`src/qbv_pkg.sv`:
```
// ----------------------------------------------------------------------------
// qbv_pkg: shared constants and types
// Fixed-point widths, pipeline depths and register codes of the
// vector-to-vector rotation quaternion block.
// ----------------------------------------------------------------------------
package qbv_pkg;

  // Q1.14 unit
  localparam int QONE       = 16384;

  // configuration port
  localparam int REG_W      = 15;
  localparam int CFG_ADDR_W = 2;

  // square root: 60-bit radicand, 30 root bits, one bit per stage
  localparam int SQRT_BITS  = 30;
  localparam int SQRT_IN_W  = 2 * SQRT_BITS;
  localparam int SQRT_LAT   = SQRT_BITS;

  // divider: 44-bit numerator, 30-bit divisor, 15 quotient bits
  localparam int DIV_NUM_W  = 44;
  localparam int DIV_DEN_W  = 30;
  localparam int DIV_Q_BITS = 15;
  localparam int DIV_LAT    = DIV_Q_BITS + 2;

  // full pipeline: two root pipelines in series, two divider banks, eleven single stages
  localparam int PIPE_LEN   = 2 * SQRT_LAT + 2 * DIV_LAT + 11;

  typedef logic [REG_W-1:0]      reg_t;
  typedef logic [CFG_ADDR_W-1:0] cfg_addr_t;
  typedef logic signed [15:0]    s16_t;

  typedef enum logic [CFG_ADDR_W-1:0] {
    CFG_OPP_MARGIN = 2'd0,
    CFG_AXIS_MIN   = 2'd1
  } cfg_reg_t;

  localparam reg_t OPP_MARGIN_RST = 15'd16;
  localparam reg_t AXIS_MIN_RST   = 15'd164;

endpackage

```
`src/qbv_isqrt.sv`:
```
// ----------------------------------------------------------------------------
// qbv_isqrt: pipelined integer square root
// floor(sqrt(rad)), one root bit resolved per register stage.
// ----------------------------------------------------------------------------
module qbv_isqrt import qbv_pkg::*; (
  input  logic                 clk,
  input  logic                 en,
  input  logic [SQRT_IN_W-1:0] rad,
  output logic [SQRT_BITS-1:0] root
);

  logic [SQRT_IN_W-1:0] rem_r  [SQRT_BITS-1];
  logic [SQRT_BITS-1:0] root_r [SQRT_BITS];

  for (genvar k = 0; k < SQRT_BITS; k++) begin : g_step
    localparam int B = SQRT_BITS - 1 - k;
    logic [SQRT_IN_W-1:0] rem_in;
    logic [SQRT_BITS-1:0] root_in;
    logic [SQRT_IN_W:0]   trial;
    logic                 take;

    if (k == 0) begin : g_first
      assign rem_in  = rad;
      assign root_in = '0;
    end else begin : g_next
      assign rem_in  = rem_r[k-1];
      assign root_in = root_r[k-1];
    end

    // (2*root + 2^B) * 2^B
    assign trial = ((SQRT_IN_W+1)'(root_in) << (B + 1)) | ((SQRT_IN_W+1)'(1) << (2 * B));
    assign take  = {1'b0, rem_in} >= trial;

    always_ff @(posedge clk) begin
      if (en) begin
        root_r[k] <= take ? (root_in | (SQRT_BITS'(1) << B)) : root_in;
      end
    end

    if (k < SQRT_BITS - 1) begin : g_rem
      always_ff @(posedge clk) begin
        if (en) begin
          rem_r[k] <= take ? SQRT_IN_W'({1'b0, rem_in} - trial) : rem_in;
        end
      end
    end
  end

  assign root = root_r[SQRT_BITS-1];

endmodule

```
`config.mk`:
```
export PLATFORM = sky130hd
export DESIGN_NAME = qbv_isqrt
export DESIGN_NICKNAME = d
export VERILOG_FILES = /design/src/qbv_pkg.sv /design/src/qbv_isqrt.sv
export SDC_FILE = /design/constraint.sdc
export NUM_CORES = 2
export LEC_CHECK = 0
export BUFFER_PORTS_ARGS = -buffer_cell sky130_fd_sc_hd__buf_2
export CAP_MARGIN = 20
export CORE_UTILIZATION = 55
export CTS_CLUSTER_SIZE = 28
export DETAILED_ROUTE_END_ITERATION = 16
export PLACE_DENSITY_LB_ADDON = 0.08
export SYNTH_ARGS = -nofsm -noshare
export SYNTH_HDL_FRONTEND = slang
export SYNTH_SLANG_ARGS = --single-unit
```
`constraint.sdc`:
```
create_clock -name clk -period 4.55 [get_ports clk]
set_clock_uncertainty 0.2 [all_clocks]
set_input_delay 0 -clock clk [delete_from_list [all_inputs] [get_ports clk]]
set_output_delay 0 -clock clk [all_outputs]
set_load 0.02 [all_outputs]
```
# Word level (Yosys, flattened, before mapping)
# Memory sizes are Yosys's and may differ from the RTL's.
# Cells that the tools add are included.
# totals
memories,2
register_bits,0
ramBits,2640
inputBits,62
wordCells,122
# memory_table
name,words,word_bits,read_ports,rd_ports_with_merged_regs,write_ports,line_no,source
rem_r,29,60,29,0,29,qbv_isqrt.sv:12,logic [SQRT_IN_W-1:0] rem_r [SQRT_BITS-1];
root_r,30,30,30,0,30,qbv_isqrt.sv:13,logic [SQRT_BITS-1:0] root_r [SQRT_BITS];
# classes
n_lt_le_gt_ge,30
addsub,29
mux,61
# ops
operator,count
60-bit 2-to-1 mux,29
60-bit by 31-bit greater-or-equal comparator with 1-bit output,1
60-bit by 32-bit greater-or-equal comparator with 1-bit output,1
60-bit by 33-bit greater-or-equal comparator with 1-bit output,1
60-bit by 34-bit greater-or-equal comparator with 1-bit output,1
60-bit by 35-bit greater-or-equal comparator with 1-bit output,1
60-bit by 36-bit greater-or-equal comparator with 1-bit output,1
60-bit by 37-bit greater-or-equal comparator with 1-bit output,1
60-bit by 38-bit greater-or-equal comparator with 1-bit output,1
60-bit by 39-bit greater-or-equal comparator with 1-bit output,1
60-bit by 40-bit greater-or-equal comparator with 1-bit output,1
60-bit by 41-bit greater-or-equal comparator with 1-bit output,1
60-bit by 42-bit greater-or-equal comparator with 1-bit output,1
60-bit by 43-bit greater-or-equal comparator with 1-bit output,1
60-bit by 44-bit greater-or-equal comparator with 1-bit output,1
60-bit by 45-bit greater-or-equal comparator with 1-bit output,1
60-bit by 46-bit greater-or-equal comparator with 1-bit output,1
60-bit by 47-bit greater-or-equal comparator with 1-bit output,1
60-bit by 48-bit greater-or-equal comparator with 1-bit output,1
60-bit by 49-bit greater-or-equal comparator with 1-bit output,1
60-bit by 50-bit greater-or-equal comparator with 1-bit output,1
60-bit by 51-bit greater-or-equal comparator with 1-bit output,1
60-bit by 52-bit greater-or-equal comparator with 1-bit output,1
60-bit by 53-bit greater-or-equal comparator with 1-bit output,1
66 further kinds,68

# Longest topological paths before layout
# An unclocked memory read counts as a cell.
# logic_depth
ltp_word,3
mapped_depth,14
mapped_depth_nobuf,12

# Worst setup path after synthesis
# OpenSTA, ideal clock, no wires.
# synth_timing
path_kind,reg2reg
startpoint,memory rem_r[16][34] (netlist bit)
endpoint,"memory rem_r[17][55] (netlist bit), data pin"
synth_period_minus_slack_ps,3697
arrival_ps,3239
setup_time_ps,258
path_slack_ps,853
path_stages_with_launch,11
path_cell_list,edfxtp_1 > ha_1 > a21o_1 > a21o_1 > a221oi_1 > nor2_1 > a2111oi_0 > o31ai_1 > nor4b_1 > nand3_1 > xnor2_1
# synth_lines
item,line_no
from (decl),qbv_isqrt.sv:12

==> flow_summary.ini <==
[clocking]
cts_tree = built
ctsResizeCount = 0
post-cts-setup-buffers = 0
htreeDepth = 4
cts.sinks = 2205
clockBufferDepth = 3
clock-root-buffer = clkbuf_16
cts_made_buffers = 225
clk_latency_ns = 0.91
cts_hold_buf = 127
path_clk_slew_ns = 0.06

[synthesis]
synth_nets = 8966
ys_types = 82
avgSynthCellArea_sq_um = 12.56
synth_edf_count = 2205
ys_warn_count = 0
ys_ff_latch = 2205
synthCells = 8411
async_flop_share_pct = 0
yosysSeqAreaShare_pct = 62.66
synthesis.area_sq_um = 105700
ys.flop_type = edfxtp_1

[detailed_routing]
drt_iter0_drc = 5683
drt_pass1_iterations = 5
num_vias = 67220
viasPerCell = 5.843
drcViolationCount = 0
wirelength_um = 245000
route.detailed.wl_per_inst_um = 21.30
ant_nets = 0

[hold_path]
hp-class = in -> reg

[floorplanning]
ios = 92
placementRows = 160
die_h_um = 440.3
core-area_sq_um = 190600
die_w_um = 440.3
initial_utilization_pct = 55.45
die-area_sq_um = 193900

[power]
sw_frac_of_total_pct = 29.01
switchingPower_mw = 17.06
ir_drop_uv = 469.4
power_density_nw_per_um2 = 494.9
p_int_mw = 41.76
pwr-share-clk_pct = 32.3
seq_power_share_pct = 47.5
p_leak_nw = 44.89
power_frac_comb_pct = 20.2

[worst_setup_path]
cp_data_arrival_time_ns = 4.74
path_class = reg -> reg
crit_top_cell = nor4_1
worst_setup_path_start_kind = flip-flop
critPathSlowestCell = or4b_2
end_kind = flip-flop
cp_max_fo = 10
reg2reg_slack_ns = 0.21
required_ns = 4.94
path_cells = ha_1 > or4b_2 > nor4_1 > buf_2 > nand3_1 > nand4b_1 > nor2_1 > a21oi_1 > o211ai_1 > nor4_1 > xor2_1
crit_path_max_incr_delay_ns = 0.67

[grt]
overflow = 0
antenna_found_initial = 8
grt_util_all_layers_pct = 25.13
grt_pass1_vias = 65170
grt_pass1_wl_um = 377000
grt_max_degree = 158

[timing]
setup_violations = 0
fin_crit_ns = 4.344
worst_slew_pin_slew_ns = 1.068
tns_ns = 0
timing.final.crit_share_pct = 95.48
fmax_mhz = 230.2
maxSlewViolCount = 0
finalHoldViolCount = 0
relSlewSlack_pct = 28.65
rsz0062_at_grt = no

[layout]
final_cell_mix = edfxtp_1 (2,205), inv_1 (619), nand2_1 (565)
area_growth_pct = 12.47
final_util_pct = 62.36
drive_gt1_share_pct = 7.652
fin_nets = 9355
layout_commonest_cell = edfxtp_1

[placement]
port-buffer-count = 91
place_hpwl_um = 180000
place_congestion = 0.9066

[status]
status = finished, final reports clean

[flow_run]
maxCapViolations = 0
==> state kept, by name, summed over array words and instances (netlist names) <==
name	cells
root_r	465
rem_r	1740
==> critical path: cells and delay by family (launching register included) <==
family | cells | cell delay (ns)
AND/OR/NAND/NOR | 6 | 2.07
AO/OA/AOI/OAI | 2 | 0.59
buffers and inverters | 1 | 0.24
flip-flops | 1 | 0.42
adder cells (fa/ha/maj) | 1 | 0.42
XOR/XNOR | 1 | 0.11
==> power by group through the flow <==
stage | sequential, mW | combinational, mW | clock [mW]
after floorplan | 27.3 | 8.71 | 0
after CTS | 27.9 | 11.8 | 19.4
final | 27.9 | 11.9 | 19.0
after global routing | 28.2 | 13.2 | 20.1
after global placement | 28.3 | 11.5 | 0
after detailed placement | 28.3 | 11.6 | 0
==> routing by layer <==
metal	global-route usage (%)	share of wire [%]	vias up
met4	6.149	2.0	4
met1	34.80	45	32930
li1	-	-	32320
met5	0	0.0065	-
met3	3.303	4.6	327
met2	42.04	49	1634
==> cell type report <==
class	instances	area (sq um)
Tap cell	2511	3142
Timing Repair Buffer	333	2880
Clock inverter	154	1931
Fill cell	14690	71730
Multi-Input combinational cell	5413	36570
Inverter	622	2335
Clock buffer	264	5777
Sequential cell	2205	66210
Antenna cell	3	7.507
==> cell usage after synthesis, types with 21 or more instances <==
library cell / instances / area (sq um)
xor2_1: 361 / 3162
inv_1: 619 / 2323
or3_1: 96 / 600.6
a211oi_1: 39 / 292.8
or4_1: 83 / 623.1
nor3_1: 239 / 1196
a21o_1: 215 / 1614
nor2b_1: 63 / 394.1
a31oi_1: 33 / 206.5
o21bai_1: 43 / 322.8
o21ai_0: 398 / 1992
mux2_2: 78 / 878.3
nand3_1: 160 / 800.8
o31ai_1: 44 / 330.3
ha_1: 493 / 6168
edfxtp_1: 2205 / 66210
nor4_1: 292 / 1827
and3_1: 45 / 281.5
and2_1: 24 / 150.1
o211ai_1: 39 / 292.8
nand2_1: 565 / 2121
nor4b_1: 41 / 359.1
nand3b_1: 30 / 225.2
a21oi_1: 500 / 2502
or2_2: 40 / 250.2
clkbuf_1: 150 / 563.0
o21a_1: 94 / 705.7
nor2_1: 510 / 1914
xnor2_1: 407 / 3565
nand2b_1: 86 / 538.0
nand4b_1: 21 / 183.9
nand4_1: 133 / 832.1
==> cell families after synthesis <==
family / after synthesis / synth area share, %
AOI/OAI and AO/OA: 1584 / 9.313
buffers and inverters: 793 / 2.829
muxes: 86 / 0.9069
adders and majority gates: 493 / 5.837
xor gates and xnor gates: 768 / 6.365
and+or+nand+nor: 2482 / 12.09
DFF: 2205 / 62.66
==> path summary, 6_finish.rpt <==
path,to,start,cells past startpoint
max,rem_r[23][59]$_DFFE_PP_,rem_r[22][36]$_DFFE_PP_,11
min,rem_r[0][41]$_DFFE_PP_,rad[41],3
max reg2reg,rem_r[23][59]$_DFFE_PP_,rem_r[22][36]$_DFFE_PP_,11
min reg2reg,rem_r[13][11]$_DFFE_PP_,rem_r[12][11]$_DFFE_PP_,0
==> metrics by stage <==
step / hold WS [ns] / cells / setup slack, ns / instance area (sq um) / total power [mW]
2_1_floorplan: -0.1011 / 8411 / 0.8534 / 105700 / 35.97
3_3_place_gp: -0.009086 / 10950 / -0.5931 / 109800 / 39.80
3_5_place_dp: -0.005637 / 10960 / 0.2358 / 109800 / 39.94
4_1_cts: 0.06315 / 11500 / 0.2249 / 118800 / 59.15
5_1_grt: 0.1216 / 11510 / 0.08347 / 118900 / 61.49
6_report: 0.1450 / 11510 / 0.2058 / 118900 / 58.82
(Power assumes the default switching activity.)
