### src/qbv_pkg.sv
// ----------------------------------------------------------------------------
// qbv_pkg: shared constants and types
// Fixed-point widths, pipeline depths and register codes of the
// vector-to-vector rotation quaternion block.
// ----------------------------------------------------------------------------
package qbv_pkg;

  // Q1.14 unit
  localparam int QONE       = 16384;

  // configuration port
  localparam int REG_W      = 15;
  localparam int CFG_ADDR_W = 2;

  // square root: 60-bit radicand, 30 root bits, one bit per stage
  localparam int SQRT_BITS  = 30;
  localparam int SQRT_IN_W  = 2 * SQRT_BITS;
  localparam int SQRT_LAT   = SQRT_BITS;

  // divider: 44-bit numerator, 30-bit divisor, 15 quotient bits
  localparam int DIV_NUM_W  = 44;
  localparam int DIV_DEN_W  = 30;
  localparam int DIV_Q_BITS = 15;
  localparam int DIV_LAT    = DIV_Q_BITS + 2;

  // full pipeline: two root pipelines in series, two divider banks, eleven single stages
  localparam int PIPE_LEN   = 2 * SQRT_LAT + 2 * DIV_LAT + 11;

  typedef logic [REG_W-1:0]      reg_t;
  typedef logic [CFG_ADDR_W-1:0] cfg_addr_t;
  typedef logic signed [15:0]    s16_t;

  typedef enum logic [CFG_ADDR_W-1:0] {
    CFG_OPP_MARGIN = 2'd0,
    CFG_AXIS_MIN   = 2'd1
  } cfg_reg_t;

  localparam reg_t OPP_MARGIN_RST = 15'd16;
  localparam reg_t AXIS_MIN_RST   = 15'd164;

endpackage

### src/qbv_div.sv
// ----------------------------------------------------------------------------
// qbv_div: pipelined rounding divider
// Restoring division of a pre-rounded magnitude, one quotient bit per stage,
// then sign and saturation to the Q1.14 unit range.
// ----------------------------------------------------------------------------
module qbv_div import qbv_pkg::*; (
  input  logic                 clk,
  input  logic                 en,
  input  logic [DIV_NUM_W-1:0] num,
  input  logic [DIV_DEN_W-1:0] den,
  input  logic                 neg,
  output s16_t                 quo
);

  localparam int RW = DIV_NUM_W + 1;

  logic [DIV_NUM_W-1:0]  rem_r [DIV_Q_BITS];
  logic [DIV_DEN_W-1:0]  den_r [DIV_Q_BITS];
  logic [DIV_Q_BITS-1:0] q_r   [DIV_Q_BITS+1];
  logic                  neg_r [DIV_Q_BITS+1];
  logic                  ovf_r [DIV_Q_BITS+1];
  logic [DIV_Q_BITS-1:0] mag;
  s16_t                  quo_r;

  // overflow check: quotient would need more than DIV_Q_BITS bits
  always_ff @(posedge clk) begin
    if (en) begin
      ovf_r[0] <= {1'b0, num} >= RW'({den, {DIV_Q_BITS{1'b0}}});
      rem_r[0] <= num;
      den_r[0] <= den;
      neg_r[0] <= neg;
      q_r[0]   <= '0;
    end
  end

  for (genvar j = 1; j <= DIV_Q_BITS; j++) begin : g_bit
    localparam int B = DIV_Q_BITS - j;
    logic [RW-1:0] trial;
    logic          take;

    assign trial = RW'(den_r[j-1]) << B;
    assign take  = {1'b0, rem_r[j-1]} >= trial;

    always_ff @(posedge clk) begin
      if (en) begin
        q_r[j]   <= take ? (q_r[j-1] | (DIV_Q_BITS'(1) << B)) : q_r[j-1];
        neg_r[j] <= neg_r[j-1];
        ovf_r[j] <= ovf_r[j-1];
      end
    end

    if (j < DIV_Q_BITS) begin : g_carry
      always_ff @(posedge clk) begin
        if (en) begin
          rem_r[j] <= take ? DIV_NUM_W'({1'b0, rem_r[j-1]} - trial) : rem_r[j-1];
          den_r[j] <= den_r[j-1];
        end
      end
    end
  end

  // saturate and apply sign
  always_comb begin
    if (ovf_r[DIV_Q_BITS] || (q_r[DIV_Q_BITS] > DIV_Q_BITS'(QONE))) begin
      mag = DIV_Q_BITS'(QONE);
    end else begin
      mag = q_r[DIV_Q_BITS];
    end
  end

  always_ff @(posedge clk) begin
    if (en) begin
      quo_r <= neg_r[DIV_Q_BITS] ? -$signed({1'b0, mag}) : $signed({1'b0, mag});
    end
  end

  assign quo = quo_r;

endmodule

### config.mk
export PLATFORM = sky130hd
export DESIGN_NAME = qbv_div
export DESIGN_NICKNAME = d
export VERILOG_FILES = /design/src/qbv_pkg.sv /design/src/qbv_div.sv
export SDC_FILE = /design/constraint.sdc
export NUM_CORES = 2
export LEC_CHECK = 0
export ABC_CLOCK_PERIOD_IN_PS = 4600
export BUFFER_PORTS_ARGS = -buffer_cell sky130_fd_sc_hd__buf_2
export CORE_AREA = 4 4 419 318
export DETAILED_ROUTE_END_ITERATION = 10
export DIE_AREA = 0 0 423 322
export HOLD_SLACK_MARGIN = 0.05
export PLACE_DENSITY = 0.71
export SLEW_MARGIN = 0
export SYNTH_ARGS = -nofsm -noshare
export SYNTH_HDL_FRONTEND = slang
export SYNTH_SLANG_ARGS = --single-unit
### constraint.sdc
create_clock -name clk -period 4.6 [get_ports clk]
set_input_delay 0.46 -clock clk [delete_from_list [all_inputs] [get_ports clk]]
set_output_delay 0.46 -clock clk [all_outputs]
set_load 0.1 [all_outputs]
# Word-level counts from Yosys, hierarchy flattened
# Memories as Yosys holds them, arrays and structs flattened.
# Cells that the tools add are included.
dict set report word_totals {
  reg_bits 16
  latchBits 0
  ramBits 1382
  rom_bits 0
  in_bits 77
  out_inout_bits 16
  n_memories 5
}
# name words width rd rd_clocked_by_memory_dff write_ports line
set memory_table {}
lappend memory_table {rem_r 15 44 15 0 15 qbv_div.sv:17} ;# logic [DIV_NUM_W-1:0] rem_r [DIV_Q_BITS];
lappend memory_table {den_r 15 30 15 0 15 qbv_div.sv:18} ;# logic [DIV_DEN_W-1:0] den_r [DIV_Q_BITS];
lappend memory_table {q_r 16 15 16 0 16 qbv_div.sv:19} ;# logic [DIV_Q_BITS-1:0] q_r [DIV_Q_BITS+1];
lappend memory_table {neg_r 16 1 16 0 16 qbv_div.sv:20} ;# logic neg_r [DIV_Q_BITS+1];
lappend memory_table {ovf_r 16 1 16 0 16 qbv_div.sv:21} ;# logic ovf_r [DIV_Q_BITS+1];
dict set report classes {
  add_sub_neg 15
  multipliers 0
  div_mod_pow 0
  n_lt_le_gt_ge 17
  eq_ne 0
  shifts 0
  mux 33
  n_bitwise 0
  n_reduce_logical 1
}
# operator n
set op_table {}
lappend op_table {{2-to-1 mux 44 bit} 14}
lappend op_table {{greater-or-equal comparator 44 x 45 -> 1 bit} 1}
lappend op_table {{2-to-1 mux 15 bit} 3}
lappend op_table {{greater-or-equal comparator 44 x 30 -> 1 bit} 1}
lappend op_table {{greater-or-equal comparator 44 x 31 -> 1 bit} 1}
lappend op_table {{greater-or-equal comparator 44 x 32 -> 1 bit} 1}
lappend op_table {{greater-or-equal comparator 44 x 33 -> 1 bit} 1}
lappend op_table {{greater-or-equal comparator 44 x 34 -> 1 bit} 1}
lappend op_table {{greater-or-equal comparator 44 x 35 -> 1 bit} 1}
lappend op_table {{greater-or-equal comparator 44 x 36 -> 1 bit} 1}
lappend op_table {{greater-or-equal comparator 44 x 37 -> 1 bit} 1}
lappend op_table {{greater-or-equal comparator 44 x 38 -> 1 bit} 1}
lappend op_table {{greater-or-equal comparator 44 x 39 -> 1 bit} 1}
lappend op_table {{greater-or-equal comparator 44 x 40 -> 1 bit} 1}
lappend op_table {{greater-or-equal comparator 44 x 41 -> 1 bit} 1}
lappend op_table {{greater-or-equal comparator 44 x 42 -> 1 bit} 1}
lappend op_table {{greater-or-equal comparator 44 x 43 -> 1 bit} 1}
lappend op_table {{greater-or-equal comparator 44 bit} 1}
lappend op_table {{subtractor 44 x 31 -> 44 bit} 1}
lappend op_table {{subtractor 44 x 32 -> 44 bit} 1}
lappend op_table {{subtractor 44 x 33 -> 44 bit} 1}
lappend op_table {{subtractor 44 x 34 -> 44 bit} 1}
lappend op_table {{subtractor 44 x 35 -> 44 bit} 1}
lappend op_table {{subtractor 44 x 36 -> 44 bit} 1}
lappend op_table {{other kinds (25)} 27}

# Logic depth before layout (Yosys ltp)
# An unclocked memory read counts as a cell.
dict set report depth {
  depth_word 6
  mapped_depth 15
  mapped_depth_nobuf 14
}

# Worst setup path before layout
# OpenSTA, ideal clock, no wires.
dict set report synth_path {
  kind {register -> register}
  from {memory den_r[6][0]}
  to {memory rem_r[7][43], in the netlist rem_r[0][351], data pin}
  t_arrival_ps 3044
  required_ps 4342
  path_slack_ps 1299
  path_stages_with_launch 13
  n_path_buf 0
  synth_period_minus_slack_ps 3301
  cell_sequence {edfxtp_1 -> ha_1 -> fa_1 -> nand2b_1 -> a21o_1 -> a2111oi_2 -> nor3_1 -> o21ai_2 -> nand3_1 -> o2bb2ai_2 -> or4_1 -> a211o_1 -> xnor2_1}
}
# element line
set synth_lines {}
lappend synth_lines {{from (decl)} qbv_div.sv:18}
lappend synth_lines {{to (decl)} qbv_div.sv:17}

==> summary.md <==
| Metric | Value |
|---|---|
| Result of the run | complete, no violations |
| Number of resized instances in the post-cts repair step | 0 |
| Setup WS post-layout | ~0.51 ns |
| Chip Height | 322 um |
| Number of antenna violations at the first check in global routing | 0 |
| CTS Root Cell | sky130_fd_sc_hd__clkbuf_16 |
| Synth Area in Compound Gates | 0.150 |
| Largest net degree at the start of global routing | between 100 and 150 |
| Number of synthesized flops with an enable pin | between 1,000 and 1,500 |
| Proportion of synthesized chip area in sequential cells | 0.543 |
| Total DRC errors in the routed layout | 0 |
| Post-placement cell area | 73,500 um2 |
| Most frequent cells in the layout | 1,278 x sky130_fd_sc_hd__edfxtp_1, 592 x sky130_fd_sc_hd__inv_1, 551 x sky130_fd_sc_hd__nand2_1 |
| Shortest period the worst path allows | just over 4 ns |
| Reg-to-reg endpoint | rem_r[1][234] |
| Gate power share | 0.397 |
| Internal power contribution | between 30 and 40 mW |
| Total I/O pin count | 93 |
| Power Dens Cells | roughly 620 nW/um2 |
| Flip-flop and latch count after synthesis | ~1,300 |
| Worst IR drop on VDD | a little under 0.5 mV |
| Maximum fanout along the worst path | 54 |
| Number of levels in the clock H-tree | 4 |
| Number of max-cap violations | 0 |
| Number of clock buffers inserted by TritonCTS | 136 |
| Worst r2r src | rem_r[1][178] |
| Clock transition at the registers of the reported paths | approximately 0.06 ns |
| Simple-gate portion of the synthesized area | 0.107 |
| P&R area growth vs syn | 11.4% |
| Worst slew margin | 0.163 |
| Synth Net Count | about 7,000 |
| Total number of clock tree sinks | 1,278 |
| Maximum operating frequency | ~0.24 GHz |
| Number of global-route vias before repair | approximately 48,000 |
| End point of the critical path | rem_r[1][234] |
| DR iter-0 viols | between 4,000 and 5,000 |
| Leak | between 30 and 40 nW |
| Library cell with the largest summed area after synthesis | sky130_fd_sc_hd__edfxtp_1 |
| Adder-Cell Fraction of Synth Area | 0.0890 |
| Endpoint required time on the critical path | approximately 5.1 ns |
| Proportion of synthesized area in mux cells | 0.0127 |
| Crit path from | rem_r[1][178] |
| Post-synthesis cell type count | 98 |
| Min-delay worst type | input port to register |
| Number of non-filler instances in the completed layout | between 8,000 and 9,000 |
| Xor/xnor cell area share of the yosys netlist | 0.0563 |
| Top flip-flop cell by instance count after synthesis | sky130_fd_sc_hd__edfxtp_1 |
| Average size of a mapped cell | about 11 um2 |
| All-Layer GR Usage | 0.228 |
| Data arrival, critical path | ~4.6 ns |
| Overall overflow remaining after global route | 0 |
| Main combinational cell family by area after synthesis | compound AO/OA/AOI/OAI gates |
| DR vias | a little under 50,000 |
| Critical path type | register to register |
| Warnings, synthesis | 0 |
| Initial standard-cell utilization of the core | 0.550 |
| Post-layout nets | 7,104 |
| Clock Path Buffers | 3 |
| Cell Area, Synth | ~70,000 um2 |
| Post-detailed-route wirelength per cell | approximately 19 um |
| Cell row count | ~110 |
| Setup violation total in the final timing report | 0 |
| Hold Crit Depth | 1 |
| Pre-CTS setup slack | just under 0.6 ns |
| Fraction of layout cells with a size suffix above 1 | 0.0745 |
| Worst Setup End Kind | register |
| Count of TritonRoute iterations in the first routing pass | 6 |
| Switching pwr | approximately 18 mW |
| Top post-synthesis cells by area | sky130_fd_sc_hd__edfxtp_1 54%, sky130_fd_sc_hd__ha_1 8.5%, sky130_fd_sc_hd__o21ai_0 3.6%, sky130_fd_sc_hd__a21oi_1 3.2%, sky130_fd_sc_hd__inv_1 3.1% |
| Post-layout total power | ~49 mW |
| Setup_tns | 0 ns |
| Util after Layout | 0.612 |
| Worst Reg2Reg Path Length in Cells | 12 |
| Clock tree from TritonCTS | done |
| Ratio of routed vias to standard cells | about 5.8 |
| Count of final max-slew check failures | 0 |
| Unrepaired setup endpoints after global routing | no |
| Total detailed-routing wirelength | about 160,000 um |
| Switching share of power | 0.362 |
| Final count of hold timing violations | 0 |
| Die span in x | between 400 and 500 um |
| Slew at the pin with the worst max-slew slack | 1.25 ns |
| Input/output buffers | 92 |
| Post-synth top area share | 0.543 |
| Number of standard cells after synthesis | around 6,300 |
| Clock group share of total power | 0.226 |
| Register-to-register path setup slack | between 0.5 and 0.6 ns |
| Final Instance Area | about 79,000 um2 |
| Relative contribution of sequential cells to total power | 0.377 |
| Number of diodes | 0 |
| Placed cell count | 8,060 |
| Nature of the critical path startpoint | register |
| DP Wirelength | approximately 120,000 um |
| Hold Slack | around 0.22 ns |
| Wire length of the first global-routing pass | about 250,000 um |
| Core Box Area | 129,000 um2 |
| Ys async rst share | 0 |
| Final cycle utilization of the critical path | 0.890 |
| Placer Congestion | approximately 0.97 |
| Worst skew pair latency | 0.79 ns |
| Clock tree skew after final layout | between 0.02 and 0.025 ns |
| Post-detailed-route count of antenna-violating nets | 0 |
| Die Area | roughly 140,000 um2 |
| Most common cell after layout, fill and taps aside | sky130_fd_sc_hd__edfxtp_1 |
-- power by group through the flow --
stage	Clock (mW)	Sequential [mW]	Combinational [mW]
after floorplan	0	17.8	14.6
after global placement	0	18.5	18.6
after detailed placement	0	18.6	18.9
after CTS	11.3	18.3	19.1
after global routing	11.8	18.6	21.5
final	11.0	18.4	19.3
-- synth_stat cells (16+ instances only) --
| master | instances |
|---|---|
| sky130_fd_sc_hd__buf_2 | 34 |
| sky130_fd_sc_hd__a211o_1 | 17 |
| sky130_fd_sc_hd__inv_1 | 592 |
| sky130_fd_sc_hd__o21a_1 | 66 |
| sky130_fd_sc_hd__nor4_1 | 44 |
| sky130_fd_sc_hd__nand4_1 | 98 |
| sky130_fd_sc_hd__a21boi_0 | 18 |
| sky130_fd_sc_hd__nor4b_1 | 16 |
| sky130_fd_sc_hd__o21bai_1 | 47 |
| sky130_fd_sc_hd__nor3_1 | 90 |
| sky130_fd_sc_hd__nor2b_1 | 70 |
| sky130_fd_sc_hd__nor2_1 | 339 |
| sky130_fd_sc_hd__a21o_1 | 257 |
| sky130_fd_sc_hd__or4_1 | 19 |
| sky130_fd_sc_hd__xor2_1 | 216 |
| sky130_fd_sc_hd__a21oi_1 | 458 |
| sky130_fd_sc_hd__a211oi_1 | 56 |
| sky130_fd_sc_hd__o31ai_1 | 36 |
| sky130_fd_sc_hd__and2_1 | 21 |
| sky130_fd_sc_hd__xnor2_1 | 238 |
| sky130_fd_sc_hd__or3_1 | 26 |
| sky130_fd_sc_hd__ha_1 | 480 |
| sky130_fd_sc_hd__edfxtp_1 | 1278 |
| sky130_fd_sc_hd__a31oi_1 | 51 |
| sky130_fd_sc_hd__nand2b_1 | 56 |
| sky130_fd_sc_hd__and4_1 | 17 |
| sky130_fd_sc_hd__or2_2 | 17 |
| sky130_fd_sc_hd__o211ai_1 | 23 |
| sky130_fd_sc_hd__mux2_2 | 70 |
| sky130_fd_sc_hd__and3_1 | 36 |
| sky130_fd_sc_hd__nand3_1 | 111 |
| sky130_fd_sc_hd__clkbuf_1 | 126 |
| sky130_fd_sc_hd__o31a_1 | 18 |
| sky130_fd_sc_hd__nand2_1 | 551 |
| sky130_fd_sc_hd__o21ai_0 | 507 |
-- registers in the layout, indices dropped and copies added, names as in the netlist --
signal,cells
neg_r,16
rem_r,660
ovf_r,16
quo,16
q_r,120
den_r,450
-- layer usage --
metal / vias up / track usage / wire length, um
met5: - / 0 / 0
met4: 0 / 0.0938 / 6250
met3: 364 / 0.0328 / 7770
met2: 1509 / 0.397 / 76300
met1: 22900 / 0.288 / 66200
li1: 23700 / - / -
-- worst min path at each step --
stage / from / endpoint / slack (ns)
floorplan: neg_r[0][0] / neg_r[0][1] / 0.40
global placement: q_r[7][14] / q_r[8][14] / 0.40
detailed placement: ovf_r[4][0] / ovf_r[4][1] / 0.40
CTS: en / rem_r[0][43] / 0.23
global route: en / den_r[0][25] / 0.24
finish: en / rem_r[0][43] / 0.22
-- layout make-up --
cell class | instances | area [um2]
inverter | 595 | 2230
multi-input combinational | 4288 | 29400
clock buffer | 168 | 3590
tap | 1740 | 2180
sequential | 1278 | 38400
clock inverter | 79 | 875
fill | 10000 | 49800
timing repair buffer | 234 | 1990
-- cells by family after synthesis --
| family | Yosys count |
|---|---|
| multiplexers | 80 |
| adder cells (fa/ha/maj) | 494 |
| AND/OR/NAND/NOR | 1560 |
| flip-flops | 1278 |
| AO/OA/AOI/OAI | 1700 |
| XOR/XNOR | 454 |
| buffers and inverters | 763 |
-- critical path, cell delays in order, from the launching register on --
cell,delay [ns]
sky130_fd_sc_hd__edfxtp_1,0.38
sky130_fd_sc_hd__inv_1,0.07
sky130_fd_sc_hd__ha_1,0.17
sky130_fd_sc_hd__inv_1,0.06
sky130_fd_sc_hd__fa_1,0.42
sky130_fd_sc_hd__a211oi_1,0.37
sky130_fd_sc_hd__o21ai_0,0.24
sky130_fd_sc_hd__a31o_2,0.31
sky130_fd_sc_hd__a41oi_1,0.56
sky130_fd_sc_hd__o2111ai_1,0.35
sky130_fd_sc_hd__a21boi_4,0.28
sky130_fd_sc_hd__buf_12,0.24
sky130_fd_sc_hd__mux2_2,0.37
-- timing repair --
item                                   in CTS  in global routing
endpoints found under the hold margin      76                  0
buffers inserted                            0                  0
hold buffers                               75                  0
Power figures use the tool's default switching activity.
